===== config.mk =====
export PLATFORM = sky130hd
export DESIGN_NAME = can_motor_feedback_decoder
export DESIGN_NICKNAME = d
export VERILOG_FILES = /design/src/hdl/cmfd_pkg.sv /design/src/hdl/cmfd_decode.sv /design/src/hdl/cmfd_cell.sv /design/src/hdl/cmfd_avg.sv /design/src/hdl/can_motor_feedback_decoder.sv
export SDC_FILE = /design/constraint.sdc
export NUM_CORES = 2
export LEC_CHECK = 0
export BUFFER_PORTS_ARGS = -buffer_cell sky130_fd_sc_hd__buf_4
export CAP_MARGIN = 0
export CORE_MARGIN = 2
export CORE_UTILIZATION = 55
export CTS_BUF_LIST = sky130_fd_sc_hd__clkbuf_8
export CTS_CLUSTER_DIAMETER = 30
export DETAILED_ROUTE_END_ITERATION = 8
export PLACE_DENSITY = 0.71
export SYNTH_ARGS = -nofsm -noshare
export SYNTH_HDL_FRONTEND = slang
export SYNTH_SLANG_ARGS = --single-unit

===== constraint.sdc =====
create_clock -name clk -period 12.7 [get_ports clk]
set_input_delay 1.905 -clock clk [delete_from_list [all_inputs] [get_ports clk]]
set_output_delay 1.905 -clock clk [all_outputs]
set_load 0.05 [all_outputs]

===== src/hdl/cmfd_pkg.sv =====
`timescale 1ns / 1ps
`default_nettype none

package cmfd_pkg;

    // default sizes handed to the top level
    localparam int CMFD_WINDOW_LEN     = 10;
    localparam int CMFD_CHASSIS_MOTORS = 4;

    // sample and running sum widths (sum covers the longest window of 16)
    localparam int SAMPLE_W = 16;
    localparam int SUM_W    = 20;

    // frame identifiers
    localparam logic [10:0] ID_CHASSIS_BASE = 11'h201;
    localparam logic [10:0] ID_GIMBAL_0     = 11'h205;
    localparam logic [10:0] ID_GIMBAL_1     = 11'h206;
    localparam logic [10:0] ID_FEEDER       = 11'h207;

    // gimbal angle fold points
    localparam logic [15:0] FOLD_MID  = 16'd4096;
    localparam logic [15:0] FOLD_SPAN = 16'd8192;

    // source kinds
    localparam logic [1:0] KIND_CHASSIS = 2'd0;
    localparam logic [1:0] KIND_GIMBAL  = 2'd1;
    localparam logic [1:0] KIND_FEEDER  = 2'd2;

    typedef struct packed {
        logic [10:0] frame_id;
        logic [63:0] payload;
    } cmfd_frame_t;

    typedef struct packed {
        logic        [1:0]  source_kind;
        logic        [1:0]  motor_slot;
        logic        [15:0] rotor_angle;
        logic signed [15:0] speed_or_torque;
        logic signed [15:0] measured_current;
        logic        [7:0]  temperature;
        logic signed [15:0] mean_current;
        logic signed [15:0] signed_angle;
    } cmfd_result_t;

    // beat carried along the cell chain
    typedef struct packed {
        logic [1:0]          kind;
        logic [1:0]          slot;
        logic [15:0]         angle;
        logic [15:0]         rate;
        logic [SAMPLE_W-1:0] cur;
        logic [7:0]          temp;
        logic [SUM_W-1:0]    sum;
        logic [15:0]         sangle;
    } cmfd_beat_t;

endpackage

`default_nettype wire


===== src/hdl/cmfd_decode.sv =====
`timescale 1ns / 1ps
`default_nettype none

module cmfd_decode
    import cmfd_pkg::*;
#(
    parameter int CHASSIS_MOTORS = CMFD_CHASSIS_MOTORS
)
(
    input  wire logic        clk,
    input  wire logic        rst_n,
    input  wire logic        frame_valid,
    output logic             frame_stall,
    input  wire cmfd_frame_t frame,
    output logic             dn_valid,
    output cmfd_beat_t       dn_beat,
    input  wire logic        dn_ready
);

    logic        v_reg;
    cmfd_beat_t  beat_reg;
    cmfd_beat_t  beat_next;
    logic [15:0] held_reg [2];
    logic [15:0] held_next;

    logic [15:0] angle;
    logic [10:0] ch_off;
    logic        is_ch;
    logic        is_gb;
    logic        is_fd;
    logic        g_idx;
    logic        ready;

    assign angle = frame.payload[63:48];
    assign ch_off = frame.frame_id - ID_CHASSIS_BASE;

    // identifier dispatch
    always_comb
    begin
        is_ch = (frame.frame_id >= ID_CHASSIS_BASE) && (ch_off < 11'(CHASSIS_MOTORS));
        is_gb = (frame.frame_id == ID_GIMBAL_0) || (frame.frame_id == ID_GIMBAL_1);
        is_fd = (frame.frame_id == ID_FEEDER);
        g_idx = (frame.frame_id == ID_GIMBAL_1);
    end

    // gimbal angle fold, exact midpoint keeps the held value
    always_comb
    begin
        if (angle < FOLD_MID)
            held_next = angle;
        else if (angle > FOLD_MID)
            held_next = angle - FOLD_SPAN;
        else
            held_next = held_reg[g_idx];
    end

    // beat fields by kind
    always_comb
    begin
        beat_next        = '0;
        beat_next.angle  = angle;
        beat_next.rate   = frame.payload[47:32];
        if (is_ch)
        begin
            beat_next.kind = KIND_CHASSIS;
            beat_next.slot = ch_off[1:0];
            beat_next.cur  = frame.payload[31:16];
            beat_next.temp = frame.payload[15:8];
        end
        else if (is_gb)
        begin
            beat_next.kind   = KIND_GIMBAL;
            beat_next.slot   = {1'b0, g_idx};
            beat_next.cur    = frame.payload[31:16];
            beat_next.sangle = held_next;
        end
        else
        begin
            beat_next.kind = KIND_FEEDER;
        end
    end

    assign ready       = !v_reg || dn_ready;
    assign frame_stall = !ready;

    // valid bit and held angles
    always_ff @(posedge clk or negedge rst_n)
    begin
        if (!rst_n)
        begin
            v_reg       <= 1'b0;
            held_reg[0] <= '0;
            held_reg[1] <= '0;
        end
        else if (ready)
        begin
            v_reg <= frame_valid && (is_ch || is_gb || is_fd);
            if (frame_valid && is_gb)
                held_reg[g_idx] <= held_next;
        end
    end

    // payload
    always_ff @(posedge clk)
    begin
        if (ready && frame_valid)
            beat_reg <= beat_next;
    end

    assign dn_valid = v_reg;
    assign dn_beat  = beat_reg;

endmodule

`default_nettype wire


===== src/hdl/cmfd_cell.sv =====
`timescale 1ns / 1ps
`default_nettype none

module cmfd_cell
    import cmfd_pkg::*;
#(
    parameter int IDX        = 0,
    parameter int WINDOW_LEN = CMFD_WINDOW_LEN
)
(
    input  wire logic       clk,
    input  wire logic       rst_n,
    input  wire logic       up_valid,
    input  wire cmfd_beat_t up_beat,
    output logic            up_ready,
    output logic            dn_valid,
    output cmfd_beat_t      dn_beat,
    input  wire logic       dn_ready
);

    localparam int CNT_W = $clog2(WINDOW_LEN + 1);

    logic                v_reg;
    cmfd_beat_t          beat_reg;
    cmfd_beat_t          beat_next;
    logic [SAMPLE_W-1:0] tap_reg [WINDOW_LEN];
    logic [CNT_W-1:0]    cnt_reg;
    logic [SUM_W-1:0]    sum_reg;
    logic [SUM_W-1:0]    sum_next;
    logic                full;
    logic                hit;
    logic                ld;
    logic [SUM_W-1:0]    cur_ext;
    logic [SUM_W-1:0]    old_ext;

    assign up_ready = !v_reg || dn_ready;
    assign ld       = up_valid && up_ready;
    assign hit      = (up_beat.kind == KIND_CHASSIS) && (up_beat.slot == 2'(IDX));
    assign full     = (cnt_reg == CNT_W'(WINDOW_LEN));

    // running sum: add newest, drop oldest once the window is full
    always_comb
    begin
        cur_ext  = {{(SUM_W - SAMPLE_W){up_beat.cur[SAMPLE_W-1]}}, up_beat.cur};
        old_ext  = {{(SUM_W - SAMPLE_W){tap_reg[WINDOW_LEN-1][SAMPLE_W-1]}},
                    tap_reg[WINDOW_LEN-1]};
        sum_next = sum_reg + cur_ext - (full ? old_ext : '0);
    end

    always_comb
    begin
        beat_next = up_beat;
        if (hit)
            beat_next.sum = sum_next;
    end

    // control state
    always_ff @(posedge clk or negedge rst_n)
    begin
        if (!rst_n)
        begin
            v_reg   <= 1'b0;
            cnt_reg <= '0;
            sum_reg <= '0;
        end
        else
        begin
            if (up_ready)
                v_reg <= up_valid;
            if (ld && hit)
            begin
                sum_reg <= sum_next;
                if (!full)
                    cnt_reg <= cnt_reg + CNT_W'(1);
            end
        end
    end

    // sample shift line and beat payload
    always_ff @(posedge clk)
    begin
        if (ld)
            beat_reg <= beat_next;
        if (ld && hit)
        begin
            tap_reg[0] <= up_beat.cur;
            for (int i = 1; i < WINDOW_LEN; i++)
                tap_reg[i] <= tap_reg[i-1];
        end
    end

    assign dn_valid = v_reg;
    assign dn_beat  = beat_reg;

endmodule

`default_nettype wire


===== src/hdl/cmfd_avg.sv =====
`timescale 1ns / 1ps
`default_nettype none

module cmfd_avg
    import cmfd_pkg::*;
#(
    parameter int WINDOW_LEN = CMFD_WINDOW_LEN
)
(
    input  wire logic       clk,
    input  wire logic       rst_n,
    input  wire logic       up_valid,
    input  wire cmfd_beat_t up_beat,
    output logic            up_ready,
    output logic            result_valid,
    output cmfd_result_t    result,
    input  wire logic       result_stall
);

    // reciprocal scale: exact floor for sums of up to 20 bits, window up to 16
    localparam int RECIP_SH = SUM_W + 5;
    localparam int RECIP    = ((1 << RECIP_SH) + WINDOW_LEN - 1) / WINDOW_LEN;
    localparam int PROD_W   = SUM_W + RECIP_SH;

    logic             a_v_reg;
    logic             b_v_reg;
    logic             c_v_reg;
    cmfd_beat_t       a_beat_reg;
    cmfd_beat_t       b_beat_reg;
    logic [SUM_W-1:0] a_abs_reg;
    logic             a_neg_reg;
    logic             b_neg_reg;
    logic [PROD_W-1:0] b_prod_reg;
    cmfd_result_t     c_res_reg;
    cmfd_result_t     c_res_next;
    logic [SUM_W-1:0] abs_next;
    logic [SUM_W-1:0] quot;
    logic [SUM_W-1:0] quot_s;
    logic             a_rdy;
    logic             b_rdy;
    logic             c_rdy;

    assign c_rdy    = !c_v_reg || !result_stall;
    assign b_rdy    = !b_v_reg || c_rdy;
    assign a_rdy    = !a_v_reg || b_rdy;
    assign up_ready = a_rdy;

    // magnitude of the sum
    assign abs_next = up_beat.sum[SUM_W-1] ? (~up_beat.sum + SUM_W'(1)) : up_beat.sum;

    // quotient and sign restore, result assembly
    always_comb
    begin
        quot   = b_prod_reg[RECIP_SH +: SUM_W];
        quot_s = b_neg_reg ? (~quot + SUM_W'(1)) : quot;
        c_res_next.source_kind      = b_beat_reg.kind;
        c_res_next.motor_slot       = b_beat_reg.slot;
        c_res_next.rotor_angle      = b_beat_reg.angle;
        c_res_next.speed_or_torque  = b_beat_reg.rate;
        c_res_next.measured_current = b_beat_reg.cur;
        c_res_next.temperature      = b_beat_reg.temp;
        c_res_next.mean_current     = quot_s[15:0];
        c_res_next.signed_angle     = b_beat_reg.sangle;
    end

    // stage valid bits
    always_ff @(posedge clk or negedge rst_n)
    begin
        if (!rst_n)
        begin
            a_v_reg <= 1'b0;
            b_v_reg <= 1'b0;
            c_v_reg <= 1'b0;
        end
        else
        begin
            if (a_rdy)
                a_v_reg <= up_valid;
            if (b_rdy)
                b_v_reg <= a_v_reg;
            if (c_rdy)
                c_v_reg <= b_v_reg;
        end
    end

    // stage payloads
    always_ff @(posedge clk)
    begin
        if (a_rdy && up_valid)
        begin
            a_beat_reg <= up_beat;
            a_abs_reg  <= abs_next;
            a_neg_reg  <= up_beat.sum[SUM_W-1];
        end
        if (b_rdy && a_v_reg)
        begin
            b_beat_reg <= a_beat_reg;
            b_neg_reg  <= a_neg_reg;
            b_prod_reg <= PROD_W'(a_abs_reg) * PROD_W'(RECIP);
        end
        if (c_rdy && b_v_reg)
            c_res_reg <= c_res_next;
    end

    assign result_valid = c_v_reg;
    assign result       = c_res_reg;

endmodule

`default_nettype wire


===== src/hdl/can_motor_feedback_decoder.sv =====
// a frame beat is registered in the decoder, in each chassis cell and in the averager's a, b and c stages
// throughput: one frame per cycle while not stalled; the matching chassis cell updates its window as the beat passes
// frames with unlisted identifiers are taken and give no result beat
// reset: asynchronous, clears stage valids, fill counts, running sums and held gimbal angles
// sample shift lines are not reset; a sample is read only once its window is full
`timescale 1ns / 1ps
`default_nettype none

module can_motor_feedback_decoder
    import cmfd_pkg::*;
#(
    parameter int WINDOW_LEN     = CMFD_WINDOW_LEN,
    parameter int CHASSIS_MOTORS = CMFD_CHASSIS_MOTORS
)
(
    input  wire logic        clk,
    input  wire logic        rst_n,
    input  wire logic        frame_valid,
    output logic             frame_stall,
    input  wire cmfd_frame_t frame,
    output logic             result_valid,
    input  wire logic        result_stall,
    output cmfd_result_t     result
);

    logic       ch_valid [CHASSIS_MOTORS + 1];
    logic       ch_ready [CHASSIS_MOTORS + 1];
    cmfd_beat_t ch_beat  [CHASSIS_MOTORS + 1];

    // frame decode and gimbal angle hold
    cmfd_decode #(
        .CHASSIS_MOTORS (CHASSIS_MOTORS)
    ) u_decode (
        .clk         (clk),
        .rst_n       (rst_n),
        .frame_valid (frame_valid),
        .frame_stall (frame_stall),
        .frame       (frame),
        .dn_valid    (ch_valid[0]),
        .dn_beat     (ch_beat[0]),
        .dn_ready    (ch_ready[0])
    );

    // one window cell per chassis motor
    for (genvar g = 0; g < CHASSIS_MOTORS; g++)
    begin : g_cell
        cmfd_cell #(
            .IDX        (g),
            .WINDOW_LEN (WINDOW_LEN)
        ) u_cell (
            .clk      (clk),
            .rst_n    (rst_n),
            .up_valid (ch_valid[g]),
            .up_beat  (ch_beat[g]),
            .up_ready (ch_ready[g]),
            .dn_valid (ch_valid[g+1]),
            .dn_beat  (ch_beat[g+1]),
            .dn_ready (ch_ready[g+1])
        );
    end

    // shared divide by window length and output register
    cmfd_avg #(
        .WINDOW_LEN (WINDOW_LEN)
    ) u_avg (
        .clk          (clk),
        .rst_n        (rst_n),
        .up_valid     (ch_valid[CHASSIS_MOTORS]),
        .up_beat      (ch_beat[CHASSIS_MOTORS]),
        .up_ready     (ch_ready[CHASSIS_MOTORS]),
        .result_valid (result_valid),
        .result       (result),
        .result_stall (result_stall)
    );

endmodule

`default_nettype wire


==> results by group <==
STA
  – Post-route clock period utilization: 51.9%
  – Clock skew: 81.7 ps
  – Slew @ Worst Pin: 1130 ps
  – Final Max Slew Viols: 0
  – WHS: 357 ps
  – Final setup viols: 0
  – Fin crit period: 6590 ps
  – RSZ-0062 raised after global routing: false
  – PnR worst setup slack: 6110 ps
  – Final Hold Violating Endpoints: 0
  – Slew headroom: 24.7%
  – Fmax: 152 MHz
  – Setup TNS Final: 0 ps

Clock network
  – Post-CTS Setup Inserts: 0
  – H-Tree Depth: 5
  – CTS tree: done
  – Worst-path clk slew: 60 ps
  – Cell chosen for the clock root: clkbuf_8
  – Clock Sinks: 1518
  – CTS hold repair buffers: 0
  – CTS Buf Count: 289
  – Worst skew pair latency: 940 ps
  – Max Buffers Root-to-Sink: 4
  – CTS resizes: 0

Floorplanning
  – Core area: 112000 µm²
  – Die ar.: 116000 µm²
  – # rows: 123
  – IO Count: 173
  – Die height: 340 µm
  – Die W: 340 µm
  – Initial Utilization: 55.4%

Logic synthesis
  – Yosys top cell area share: 66.7%
  – Post-synthesis register bit count: 1518
  – Cell variety after synth: 76
  – Synthesized cell area: 62200 µm²
  – Leading post-synthesis cells by cell area: edfxtp_1 67%, fa_1 6.6%, ha_1 6.0%, dfrtp_1 5.5%, inv_1 3.1%
  – YS warnings: 0
  – Cells after synthesis: 3808
  – Post-synth EDFFs: 1382
  – Cell taking the most area after synthesis: edfxtp_1
  – Synth Area per Inst: 16.3 µm²
  – Main synth FF type: edfxtp_1
  – Sequential share of the synthesized area: 72.2%
  – Async SR Flop Fraction: 8.96%
  – Syn_nets: 4388

Setup path
  – Critical path type: reg2reg
  – Most common cell on crit path: fa_1
  – CP Data Required Time: 13330 ps
  – Slowest stage cell, crit path: edfxtp_1
  – CP arrival: 7220 ps
  – Critical Path, Cell by Cell: ha_1 > ha_1 > inv_1 > fa_1 > inv_1 > fa_1 > fa_1 > fa_1 > inv_1 > fa_1 > inv_1 > ha_1 > and4_1 > and3_4 > and3b_1 > a211o_1 > o2111ai_2 > and3_1 > nor2_1 > a31oi_1 > xnor2_1
  – Worst-path maximum fanout: 7
  – Delay of the slowest cell on the worst path: 570 ps
  – CP Capture Type: register
  – Startpoint Class: register

Place
  – Setup WS pre-CTS: 6120 ps
  – GP Congestion: 0.875
  – Detailed placement HPWL: 70100 µm
  – Port buffer count: 164

Route
  – Max layer used: met4
  – Routed Antenna Nets: 0
  – Vias per cell: 5.09
  – Via count: 30302
  – Met2 wire len: 51300 µm
  – Drt drc: 0
  – Detailed Route WL: 106000 µm
  – Post-DR wirelength/cell: 17.8 µm
  – DRT met1 WL: 47600 µm
  – Metal3 WL: 4410 µm
  – Initial DRC count: 2147
  – Pre-antenna DRT Iters: 5

Global route
  – Largest net degree at the start of global routing: 96
  – Global Route Usage Sum: 18.6%
  – Antenna violations before repair: 1
  – First-pass GRT wire length: 167000 µm
  – Number of global-route vias before repair: 30914
  – GR Overflow Total: 0

Min path
  – Worst Hold Class: reg2reg

Layout
  – Multi-input gate area: 15200 µm²
  – Max reg flops: 640
  – Net count, final: 4811
  – Layout fillers: 7859
  – Layout cells sized above 1: 14.6%
  – P&R area growth vs syn: 14.6%
  – Seq. cell area: 44900 µm²

Pwr
  – Internal: 8.30 mW
  – P per Cell Area: 146 nW/µm²
  – Combinational share of power: 1.4%
  – Clock Power Share: 46.5%
  – Reg power frac: 52.1%
  – Net Sw Power: 2.09 mW
  – Switch share: 20.1%
  – VDD IR max: 0.000123 V
  – Leakage: 27.7 nW

Job
  – Max_cap viols: 0

Outcome
  – Outcome: finished clean
[power groups by stage]
stage	registers [mW]	logic, mW	clock network [mW]
6_report	5.42	0.150	4.83
5_1_grt	5.41	0.168	5.18
4_1_cts	5.42	0.151	4.96
3_5_place_dp	5.52	0.150	0
3_3_place_gp	5.52	0.147	0
2_1_floorplan	5.51	0.0906	0
[stage by stage]
step | total power, mW | instance area [µm²] | instances | utilization, %
floorplan | 5.60 | 62200 | 3808 | -
global placement | 5.66 | 65400 | 5440 | 58.2
detailed placement | 5.67 | 65400 | 5440 | 58.2
CTS | 10.5 | 71300 | 5946 | 63.5
global route | 10.8 | 71300 | 5951 | 63.5
finish | 10.4 | 71300 | 5951 | 63.5
[critical path, delay by kind of cell (launching register included)]
kind	cells	cell delay, ps
xor+xnor	1	100
fa+ha+maj	8	3520
simple gates	5	1120
buf+inv	4	210
flops	1	570
compound gates	3	830
[Yosys cell counts (all sizes together), types with 12 or more instances]
master	instances
xnor2	86
and2	95
nand2b	28
nand3	27
dfrtp	136
nor3	28
or2	12
o31ai	20
ha	296
fa	205
xor2	64
o21ai	187
nor2	77
and3	14
o21a	29
a21oi	83
nand2	235
clkbuf	48
nor2b	27
inv	506
a22o	24
nand4	14
a21o	48
edfxtp	1382
[logic make-up (layout without fill, tap and decap cells)]
logic type      after synthesis  in the layout  share of synthesized area (%)
fa+ha+maj                   501            501                           12.5
flops                      1518           1518                           72.2
xor+xnor                    151            151                           2.15
buf+inv                     564           1202                           3.42
compound gates              457            457                           4.69
mux                          16             16                          0.269
simple gates                601            601                           4.77
other cells                   0              5                              0
[cell type report]
class / count / share of cell area (%)
Antenna cell: 5 / 0.0175
Clock buffer: 304 / 5.87
Clock inverter: 202 / 2.48
Inverter: 508 / 2.70
Multi-Input combinational cell: 1726 / 21.4
Sequential cell: 1518 / 63.0
Tap cell: 1500 / 2.63
Timing Repair Buffer: 188 / 1.98
[cell usage in the layout, fill, tap and decap left out, types with 8 or more instances in the layout]
cell / count
or3_1: 11
ha_1: 296
buf_4: 187
xnor2_1: 86
clkinv_4: 10
fa_1: 205
nand3_1: 27
nand2_1: 235
nor2b_1: 26
a22o_1: 24
o31ai_1: 17
inv_6: 9
a21o_1: 48
or2_2: 10
a21oi_1: 81
clkinv_1: 29
mux2i_1: 10
inv_1: 568
and3_1: 13
nor3_1: 27
edfxtp_1: 1382
xor2_1: 64
nor4_1: 8
nand2b_1: 28
o21ai_0: 171
clkinv_2: 37
and2_1: 88
o21a_1: 29
o21ai_1: 13
bufinv_16: 29
clkinvlp_4: 25
dfrtp_1: 136
clkbuf_8: 304
nand4_1: 14
nor2_1: 77
[per-layer routing]
layer / vias to the layer above / GRT usage (%)
li1: 14464 / -
met1: 14990 / 26.2
met2: 652 / 29.5
met3: 196 / 3.19
met4: 0 / 7.15
met5: - / 0
[final timing paths]
check                                                          from                                       end  slack [ps]  cells past startpoint
setup / recovery                       u_avg.a_abs_reg[0]$_DFFE_PP_            u_avg.b_prod_reg[34]$_DFFE_PP_        6110                     21
setup reg to reg                       u_avg.a_abs_reg[0]$_DFFE_PP_            u_avg.b_prod_reg[34]$_DFFE_PP_        6110                     21
min in group asynchronous                                     rst_n   g_cell[1].u_cell.sum_reg[2]$_DFFE_PN0P_        1140                      1
hold reg to reg            g_cell[1].u_cell.tap_reg[1][0]$_DFFE_PP_  g_cell[1].u_cell.tap_reg[2][0]$_DFFE_PP_         360                      0
hold / removal             g_cell[1].u_cell.tap_reg[1][0]$_DFFE_PP_  g_cell[1].u_cell.tap_reg[2][0]$_DFFE_PP_         360                      0
max in group asynchronous                                     rst_n         u_decode.held_reg[20]$_DFFE_PN0P_       10180                      2
No activity file was read; power rests on OpenSTA's default activity.
